$ cat config.mk
export PLATFORM = sky130hd
export DESIGN_NAME = multi_queue_shared_buffer
export DESIGN_NICKNAME = d
export VERILOG_FILES = /design/src/rtl/mqsb_pkg.sv /design/src/rtl/mqsb_ctrl.sv /design/src/rtl/mqsb_dp.sv /design/src/rtl/multi_queue_shared_buffer.sv
export VERILOG_INCLUDE_DIRS = /design/src /design/src/rtl
export SDC_FILE = /design/constraint.sdc
export NUM_CORES = 1
export LEC_CHECK = 0
export BUFFER_PORTS_ARGS = -buffer_cell sky130_fd_sc_hd__buf_2
export CORE_MARGIN = 8
export CORE_UTILIZATION = 50
export DETAILED_ROUTE_END_ITERATION = 10
export PLACE_DENSITY = 0.8
export SYNTH_ARGS = -nofsm -noshare
export SYNTH_HDL_FRONTEND = slang
export SYNTH_SLANG_ARGS = --single-unit
$ cat constraint.sdc
create_clock -name i_clk -period 5.61 [get_ports i_clk]
set_input_delay 0.561 -clock i_clk [delete_from_list [all_inputs] [get_ports i_clk]]
set_output_delay 0.561 -clock i_clk [all_outputs]
set_load 0.01 [all_outputs]
$ cat src/rtl/assert_macros.svh
// assertion helpers shared by the rtl
`ifndef ASSERT_MACROS_SVH
`define ASSERT_MACROS_SVH

// implication checked on every clock, off while reset is low
`define MQSB_ASSERT_IMPL(lbl, clk, rst_n, ante, cons) \
    lbl: assert property (@(posedge clk) disable iff (!rst_n) (ante) |-> (cons)) \
        else $error("assertion failed: lbl");

// invariant checked on every clock, off while reset is low
`define MQSB_ASSERT_ALWAYS(lbl, clk, rst_n, expr) \
    lbl: assert property (@(posedge clk) disable iff (!rst_n) (expr)) \
        else $error("assertion failed: lbl");

`endif

$ cat src/rtl/mqsb_pkg.sv
package mqsb_pkg;

    // action codes
    localparam logic ACT_ENQ = 1'b0;
    localparam logic ACT_DEQ = 1'b1;

    // status codes
    localparam logic [1:0] ST_OK    = 2'd0;
    localparam logic [1:0] ST_FULL  = 2'd1;
    localparam logic [1:0] ST_EMPTY = 2'd2;

    // word returned by a refused dequeue
    localparam logic signed [31:0] EMPTY_WORD = -32'sd1;

    // input beat
    typedef struct packed {
        logic               action;
        logic [1:0]         queue_id;
        logic signed [31:0] data_in;
    } t_item;

    // result beat
    typedef struct packed {
        logic signed [31:0] data_out;
        logic [1:0]         status;
    } t_result;

    // controller to datapath commands
    typedef struct packed {
        logic launch;
        logic commit;
    } t_cmd;

endpackage

$ cat src/rtl/mqsb_ctrl.sv
`include "assert_macros.svh"

module mqsb_ctrl (
    input  logic          i_clk,
    input  logic          i_rst_n,
    input  logic          start,
    output logic          busy,
    output mqsb_pkg::t_cmd o_cmd
);

    typedef enum logic [1:0] {
        S_IDLE   = 2'b01,
        S_COMMIT = 2'b10
    } t_state;

    t_state r_state;
    t_state n_state;

    // next state
    always_comb begin
        n_state = r_state;
        unique case (r_state)
            S_IDLE: begin
                if (start) n_state = S_COMMIT;
            end
            S_COMMIT: begin
                n_state = S_IDLE;
            end
            default: begin
                n_state = S_IDLE;
            end
        endcase
    end

    always_ff @(posedge i_clk) begin
        if (!i_rst_n) begin
            r_state <= S_IDLE;
        end else begin
            r_state <= n_state;
        end
    end

    // commands and handshake
    assign busy         = (r_state == S_COMMIT);
    assign o_cmd.launch = start && (r_state == S_IDLE);
    assign o_cmd.commit = (r_state == S_COMMIT);

    `MQSB_ASSERT_IMPL(a_launch_then_commit, i_clk, i_rst_n, o_cmd.launch, ##1 o_cmd.commit)
    `MQSB_ASSERT_ALWAYS(a_cmd_exclusive, i_clk, i_rst_n, !(o_cmd.launch && o_cmd.commit))
    `MQSB_ASSERT_IMPL(a_commit_single, i_clk, i_rst_n, o_cmd.commit, ##1 !o_cmd.commit)

endmodule

$ cat src/rtl/mqsb_dp.sv
`include "assert_macros.svh"

module mqsb_dp #(
    parameter int SLOTS  = 16,
    parameter int QUEUES = 4
) (
    input  logic              i_clk,
    input  logic              i_rst_n,
    input  mqsb_pkg::t_cmd    i_cmd,
    input  mqsb_pkg::t_item   i_item,
    output mqsb_pkg::t_result o_result,
    output logic              o_done
);

    // a 2-bit queue id reaches at most four queues
    localparam int QN = (QUEUES < 4) ? QUEUES : 4;
    localparam int QW = (QN > 1) ? $clog2(QN) : 1;
    localparam int AW = $clog2(SLOTS);
    localparam int LW = $clog2(SLOTS + 1);
    localparam logic [LW-1:0] NULL_LINK = LW'(SLOTS);

    // slot store
    logic [LW-1:0]     mem_link [SLOTS];
    logic signed [31:0] mem_data [SLOTS];

    // list pointers
    logic [LW-1:0] r_head [QN];
    logic [LW-1:0] r_tail [QN];
    logic [LW-1:0] r_fh;
    // slots below the watermark have had their link written
    logic [LW-1:0] r_w;

    // item held between launch and commit
    logic               r_act;
    logic [QW-1:0]      r_qidx;
    logic               r_ok;
    logic               r_head_null;
    logic [LW-1:0]      r_slot;
    logic signed [31:0] r_data_in;
    logic [LW-1:0]      r_link_q;
    logic signed [31:0] r_data_q;

    mqsb_pkg::t_result r_result;
    logic              r_done;

    logic          w_qv;
    logic [QW-1:0] w_qidx;
    logic [LW-1:0] w_head_sel;
    logic [LW-1:0] w_tail_sel;
    logic          w_head_null;
    logic          w_ok;
    logic [LW-1:0] w_slot;
    logic [LW-1:0] w_link_res;
    logic          w_lwe;
    logic [AW-1:0] w_lwaddr;
    logic [LW-1:0] w_lwdata;

    // decode the incoming beat against the current pointers
    always_comb begin
        w_qv        = (32'(i_item.queue_id) < 32'(QUEUES));
        w_qidx      = i_item.queue_id[QW-1:0];
        w_head_sel  = w_qv ? r_head[w_qidx] : NULL_LINK;
        w_tail_sel  = w_qv ? r_tail[w_qidx] : NULL_LINK;
        w_head_null = !(w_head_sel < NULL_LINK);
        if (i_item.action == mqsb_pkg::ACT_ENQ) begin
            w_ok   = w_qv && (r_fh < NULL_LINK);
            w_slot = r_fh;
        end else begin
            w_ok   = !w_head_null;
            w_slot = w_head_sel;
        end
    end

    // link of the slot read at launch, never-written slots link to the next one
    assign w_link_res = (r_slot < r_w) ? r_link_q : (r_slot + LW'(1));

    // single link write port shared by launch and commit
    always_comb begin
        w_lwe    = 1'b0;
        w_lwaddr = r_slot[AW-1:0];
        w_lwdata = NULL_LINK;
        if (i_cmd.launch) begin
            w_lwaddr = w_tail_sel[AW-1:0];
            w_lwdata = r_fh;
            w_lwe    = (i_item.action == mqsb_pkg::ACT_ENQ) && w_ok && !w_head_null;
        end else if (i_cmd.commit && r_ok) begin
            w_lwe    = 1'b1;
            w_lwaddr = r_slot[AW-1:0];
            w_lwdata = (r_act == mqsb_pkg::ACT_ENQ) ? NULL_LINK : r_fh;
        end
    end

    // slot store ports
    always_ff @(posedge i_clk) begin
        if (w_lwe) mem_link[w_lwaddr] <= w_lwdata;
        if (i_cmd.commit && r_ok && (r_act == mqsb_pkg::ACT_ENQ)) begin
            mem_data[r_slot[AW-1:0]] <= r_data_in;
        end
        if (i_cmd.launch) begin
            r_link_q <= mem_link[w_slot[AW-1:0]];
            r_data_q <= mem_data[w_slot[AW-1:0]];
        end
    end

    // capture the beat at launch
    always_ff @(posedge i_clk) begin
        if (i_cmd.launch) begin
            r_act       <= i_item.action;
            r_qidx      <= w_qidx;
            r_ok        <= w_ok;
            r_head_null <= w_head_null;
            r_slot      <= w_slot;
            r_data_in   <= i_item.data_in;
        end
    end

    // pointer update at commit
    always_ff @(posedge i_clk) begin
        if (!i_rst_n) begin
            for (int i = 0; i < QN; i++) begin
                r_head[i] <= NULL_LINK;
                r_tail[i] <= NULL_LINK;
            end
            r_fh <= '0;
            r_w  <= '0;
        end else if (i_cmd.commit && r_ok) begin
            if (r_act == mqsb_pkg::ACT_ENQ) begin
                r_fh           <= w_link_res;
                r_tail[r_qidx] <= r_slot;
                if (r_head_null) r_head[r_qidx] <= r_slot;
                if (r_slot == r_w) r_w <= r_w + LW'(1);
            end else begin
                r_head[r_qidx] <= w_link_res;
                r_fh           <= r_slot;
            end
        end
    end

    // result register
    always_ff @(posedge i_clk) begin
        if (i_cmd.commit) begin
            if (r_act == mqsb_pkg::ACT_ENQ) begin
                r_result.data_out <= '0;
                r_result.status   <= r_ok ? mqsb_pkg::ST_OK : mqsb_pkg::ST_FULL;
            end else if (r_ok) begin
                r_result.data_out <= r_data_q;
                r_result.status   <= mqsb_pkg::ST_OK;
            end else begin
                r_result.data_out <= mqsb_pkg::EMPTY_WORD;
                r_result.status   <= mqsb_pkg::ST_EMPTY;
            end
        end
    end

    always_ff @(posedge i_clk) begin
        if (!i_rst_n) begin
            r_done <= 1'b0;
        end else begin
            r_done <= i_cmd.commit;
        end
    end

    assign o_result = r_result;
    assign o_done   = r_done;

    `MQSB_ASSERT_IMPL(a_done_after_commit, i_clk, i_rst_n, i_cmd.commit, ##1 o_done)
    `MQSB_ASSERT_ALWAYS(a_fh_range, i_clk, i_rst_n, r_fh <= NULL_LINK)
    `MQSB_ASSERT_ALWAYS(a_mark_range, i_clk, i_rst_n, r_w <= NULL_LINK)

endmodule

$ cat src/rtl/multi_queue_shared_buffer.sv
// Up to four FIFO queues sharing one store of SLOTS words through linked lists
// and a free list. An item is taken when start is high and busy is low. The
// launch cycle reads the link and data store (one registered read port, one
// write port), the commit cycle writes back links and pointers, and the result
// beat appears on o_result with o_done high for exactly one cycle after commit.
// busy is high only during the commit cycle, so a new item can start in the
// same cycle that a result is shown. Results cannot be held off: sample
// o_result whenever o_done is high. Status 0 is ok, 1 is a refused enqueue (no
// free slot, or a queue id at or above QUEUES), 2 a refused dequeue (queue
// empty or queue id at or above QUEUES, data_out -1). After reset the store
// is usable at once, with no clearing pass.
module multi_queue_shared_buffer #(
    parameter int SLOTS  = 16,
    parameter int QUEUES = 4
) (
    input  logic              i_clk,
    input  logic              i_rst_n,
    input  logic              start,
    output logic              busy,
    input  mqsb_pkg::t_item   i_item,
    output mqsb_pkg::t_result o_result,
    output logic              o_done
);

    mqsb_pkg::t_cmd w_cmd;

    // sequencer
    mqsb_ctrl u_ctrl (
        .i_clk   (i_clk),
        .i_rst_n (i_rst_n),
        .start   (start),
        .busy    (busy),
        .o_cmd   (w_cmd)
    );

    // list pointers and slot store
    mqsb_dp #(
        .SLOTS  (SLOTS),
        .QUEUES (QUEUES)
    ) u_dp (
        .i_clk    (i_clk),
        .i_rst_n  (i_rst_n),
        .i_cmd    (w_cmd),
        .i_item   (i_item),
        .o_result (o_result),
        .o_done   (o_done)
    );

endmodule

# After elaboration in Yosys (flattened, before gate mapping)
# Memory sizes are Yosys's and may differ from the RTL's. A register that Yosys moved wholly into a read port is not among the register bits.
# Cells that the tools add are included.
totals:
  register_bits: 89
  latch_bits: 0
  mem_bits_rw: 632
  rom_bits: 0
  output_inout_bits: 36
  memories: 4
memory_table:
  columns: ["memory", "words", "word_bits", "read_ports", "rd_ports_with_merged_regs", "wr", "line", "source"]
  rows:
  - ["u_dp.mem_data", 16, 32, 1, 1, 1, "mqsb_dp.sv:24", "logic signed [31:0] mem_data [SLOTS];"]
  - ["u_dp.mem_link", 16, 5, 1, 1, 1, "mqsb_dp.sv:23", "logic [LW-1:0] mem_link [SLOTS];"]
  - ["u_dp.r_head", 4, 5, 1, 0, 4, "mqsb_dp.sv:27", "logic [LW-1:0] r_head [QN];"]
  - ["u_dp.r_tail", 4, 5, 1, 0, 4, "mqsb_dp.sv:28", "logic [LW-1:0] r_tail [QN];"]
op_classes:
  n_addsub: 2
  multipliers: 0
  div_mod_pow: 0
  n_lt_le_gt_ge: 3
  eq_ne: 3
  shifts: 0
  mux: 38
  bitwise_logic: 3
  n_reduce_logical: 10
op_table:
  columns: ["operator", "count"]
  rows:
  - ["5-bit two-way mux", 9]
  - ["34-bit two-way mux", 1]
  - ["1-bit two-way mux", 24]
  - ["5-bit by 1-bit adder with 5-bit output, second input constant", 2]
  - ["5-bit less-than comparator, second input constant", 2]
  - ["5-bit OR reduction", 2]
  - ["2-bit two-way mux", 3]
  - ["5-bit == test", 1]
  - ["1-bit logical AND", 5]
  - ["5-bit less-than comparator", 1]
  - ["4-bit two-way mux", 1]
  - ["3-bit AND reduction", 1]
  - ["2-bit by 1-bit == test with 1-bit output, second input constant", 1]
  - ["2-bit == test, second input constant", 1]
  - ["1-bit NOT", 2]
  - ["2-bit AND reduction", 1]
  - ["1-bit zero test", 1]
  - ["1-bit bitwise OR", 1]

# Longest topological paths before layout
logic_depth:
  depth_word: 8
  ltp_mapped: 9
  ltp_nobuf: 8

# Modules after synthesis
# Synthesis repeated with hierarchy kept, for this count alone.
hier_totals:
  cells_unflattened: 1401
  hier_area_um2: 28767.6
modules_own_cells:
  columns: ["module", "n_inst", "cells_each", "area_each_um2", "seq_area_each_um2"]
  rows:
  - ["mqsb_dp", 1, 1394, 28685.0, 22471.6]
  - ["mqsb_ctrl", 1, 7, 82.6, 40.0]

# Least setup slack after synthesis
# OpenSTA, ideal clock, no wires.
synth_path:
  path_kind: "register to register"
  from: "register u_ctrl.r_state[1]"
  to: "memory u_dp.mem_data[0][0], enable pin"
  arrival_ns: 5.198
  required_ns: 5.149
  setup_slack_ns: -0.049
  stages_incl_launch_ff: 6
  period_less_slack_ns: 5.659
  path_cell_list: "dfxtp_1 -> nor2b_1 -> nand2_1 -> nor2_1 -> nand2_1 -> nor3_1"
synth_via:
  elab_chain_len: 5
synth_lines:
  columns: ["element", "line", "source"]
  rows:
  - ["from (decl)", "mqsb_ctrl.sv:16", "t_state r_state;"]
  - ["from (signal assigned)", "mqsb_ctrl.sv:39", "r_state <= n_state;"]
  - ["2-bit == test", null, null]
  - ["via busy", "multi_queue_shared_buffer.sv:19", "output logic busy,"]
  - ["1-bit logical AND (2 in a row)", "mqsb_dp.sv:96", "if (i_cmd.commit && r_ok && (r_act == mqsb_pkg::ACT_ENQ)) begin"]
  - ["1-bit two-way mux", "mqsb_dp.sv:96", null]
  - ["1-bit two-way mux (not written as such)", "mqsb_dp.sv:97", "mem_data[r_slot[AW-1:0]] <= r_data_in;"]
  - ["to (decl)", "mqsb_dp.sv:24", null]
# The timed path passes the listed nets, and every way through them passes these cells.

# Final worst setup path
layout_path:
  from: "register u_dp.r_act"
  to: "memory u_dp.mem_link[3][2] (netlist name) (data pin)"
layout_via:
  elab_chain_len: 3
layout_lines:
  columns: ["element", "line", "source"]
  rows:
  - ["from (decl)", "mqsb_dp.sv:34", "logic r_act;"]
  - ["from (signal assigned)", "mqsb_dp.sv:108", "r_act <= i_item.action;"]
  - ["5-bit two-way mux", "mqsb_dp.sv:89", "w_lwdata = (r_act == mqsb_pkg::ACT_ENQ) ? NULL_LINK : r_fh;"]
  - ["5-bit two-way mux", "mqsb_dp.sv:86", "end else if (i_cmd.commit && r_ok) begin"]
  - ["5-bit two-way mux", "mqsb_dp.sv:82", "if (i_cmd.launch) begin"]
  - ["via u_dp.w_lwdata[2]", "mqsb_dp.sv:56", "logic [LW-1:0] w_lwdata;"]
  - ["to (decl)", "mqsb_dp.sv:23", null]
# The timed path passes the listed nets, and every way through them passes these cells.

==> impl_metrics.json <==
{
  "outcome": "finished clean",
  "tritoncts_num_sinks": 754,
  "min_path_type": "in -> reg",
  "fin_util": 0.568,
  "required_ps": 5920,
  "final_nets": 1563,
  "drv_cap": 0,
  "worst_skew_pair.late_latency_ps": 630,
  "htreeDepth": 3,
  "yosysWarnings": 0,
  "drive_gt1_frac": 0.250,
  "dr.pass1.iters": 7,
  "antenna_found_initial": 1,
  "synth_seq_cells": 754,
  "vias": 14400,
  "clk_pin_slew_ps": 60,
  "cts_resized": 0,
  "cellLeakagePower_nw": 10.5,
  "arrival_ps": 3840,
  "syn_inst": 1407,
  "tns_ps": 0,
  "wl_mm": 65.2,
  "finalCriticalPeriod_ps": 3530,
  "drv_slew": 0,
  "crit_fanout": 31,
  "synth-main-ff-cell": "edfxtp_1",
  "power_density_nw_per_um2": 361,
  "async_flop_share": 0,
  "cp-end-kind": "register",
  "drc": 0,
  "vias_per_cell": 6.15,
  "drt_iter0_markers": 1836,
  "placed_cell_area_um2": 30200,
  "clock_path_buffers": 3,
  "dp_hpwl_mm": 33.3,
  "r2r_setup_slack_ps": 2080,
  "yosys.area.top_type": "edfxtp_1",
  "yosysSeqAreaShare": 0.782,
  "ios": 74,
  "die_h_um": 256,
  "slew_headroom": 0.193,
  "fin_area_um2": 32600,
  "rsz0062_at_grt": "no",
  "syn-cell-area_um2": 28800,
  "n_fill_cell": 4002,
  "synth_area_leaders": "edfxtp_1 (77%), mux4_2 (12%), a22oi_1 (2.0%)",
  "fmax_ghz": 0.283,
  "synth_top_area_share": 0.773,
  "ys_types": 45,
  "place.gp.congestion": 0.839,
  "numCtsBuffers": 74,
  "fin_skew_ps": 24.8,
  "port_buffers": 73,
  "synth_nets": 1455,
  "fin_crit_sh": 0.629,
  "synth-edff-count": 741,
  "avgRoutedWirePerCell_um": 27.9,
  "antenna-diode-count": 0,
  "critPathKind": "reg -> reg",
  "finalSetupViolations": 0,
  "start_kind": "register",
  "drtAntennaViolNets": 0,
  "grt_max_degree": 82,
  "syn2layout_area_growth_pct": 13.1,
  "root_buffer": "clkbuf_16",
  "globalRouteTotalUtil": 0.196,
  "start_util": 0.502,
  "grt_pass1_vias": 14800,
  "post_cts_buffers": 0,
  "grt_remaining_overflow": 0,
  "worst_pin_slew_ps": 1210,
  "cts_tree": "done",
  "rows": 88,
  "worst_slack_ps": 2080,
  "hold_slack_ps": 108,
  "cts_hold_buf": 0,
  "grt_pass1_wl_mm": 96.1,
  "dp_slack_ps": 1820,
  "dieWidth_um": 256,
  "ir_worst_vdd_v": 0.000310,
  "design.die.area_um2": 65500,
  "hold_viol": 0,
  "core_area_um2": 57400,
  "syn_avg_cell_area_um2": 20.5
}
synthesized netlist by cell type (4+ instances only):
library cell and n:
a21o_1 4, a21oi_1 50, a22oi_1 75, and2_1 23, and3_1 4, buf_1 9, buf_6 12, clkbuf_1 42
dfxtp_1 13, edfxtp_1 741, ha_1 10, inv_1 42, mux2_2 5, mux4_2 157, nand2_1 68, nand2b_1 10
nand3_1 10, nand3b_1 6, nor2_1 50, nor2b_1 4, nor3_1 11, nor4_1 4, o21ai_0 16, or3_1 4
sequential cells by signal, indices dropped and copies added, names as in the netlist, 2 cells and up:
name            flops
u_dp.r_data_q      32
u_dp.mem_data     512
u_dp.r_qidx         2
u_dp.r_head        20
u_dp.r_data_in     32
u_ctrl.r_state      2
u_dp.r_w            5
u_dp.r_tail        16
u_dp.o_result      34
u_dp.r_slot         5
u_dp.r_link_q       5
u_dp.r_fh           5
u_dp.mem_link      80
metal layers:
metal	up-vias	wire, um	GRT usage
li1	5954	-	-
met2	813	32000	0.319
met1	7456	25100	0.258
met4	2	1750	0.0705
met3	134	6340	0.0492
met5	-	13	0
through the flow:
stage          total power [W]  instances
3_3_place_gp           0.00695       2204
2_1_floorplan          0.00679       1407
6_report                0.0118       2335
3_5_place_dp           0.00697       2204
4_1_cts                 0.0118       2335
5_1_grt                 0.0121       2335
cell type report:
type | instances | area, um2 | share of cell area
flip-flops and latches | 754 | 22500 | 0.691
multi-input cells | 540 | 5980 | 0.183
clock buffers | 87 | 1940 | 0.0596
well taps | 765 | 957 | 0.0294
repair buffers | 102 | 596 | 0.0183
clock inverters | 44 | 432 | 0.0132
inverters | 43 | 164 | 0.00503
cells in the final DEF (no fill, tap or decap), types with 11 or more instances in the layout:
cell / n
nand2_1: 68
clkbuf_1: 11
mux4_2: 157
clkbuf_16: 76
edfxtp_1: 741
dfxtp_1: 13
nor2_1: 38
inv_1: 41
a21oi_1: 50
a22oi_1: 75
clkinv_1: 16
clkinv_2: 11
nor2_4: 12
o21ai_0: 16
buf_2: 73
and2_1: 23
buf_4: 28
worst max-delay path: stages, from the launching register on:
cell,delay (ps)
edfxtp_1,880
clkinv_1,760
buf_4,510
o21ai_0,410
and2_1,630
worst paths after layout:
| kind | start | end | depth (start not counted) |
|---|---|---|---|
| max | u_dp.r_act | u_dp.mem_link[3][2] | 4 |
| min | i_item[10] | u_dp.r_data_in[10] | 1 |
| max reg2reg | u_dp.r_act | u_dp.mem_link[3][2] | 4 |
| min reg2reg | u_dp.r_fh[4] | u_dp.r_fh[4] | 2 |
power breakdown:
part | switching [W] | internal (W) | total (W)
clock | 0.00211 | 0.00281 | 0.00492
combinational | 0.000296 | 0.000201 | 0.000497
sequential | 0.0000907 | 0.00627 | 0.00636
logic make-up (layout without fill, tap and decap cells):
group	Yosys count	count (layout)	synth area share
and+or+nand+nor	200	200	0.0327
muxes	163	163	0.125
buffers and inverters	113	276	0.0184
DFF	754	754	0.782
xor gates and xnor gates	5	5	0.00152
AOI/OAI and AO/OA	162	162	0.0363
adders and majority gates	10	10	0.00434
Power figures use the tool's default switching activity.
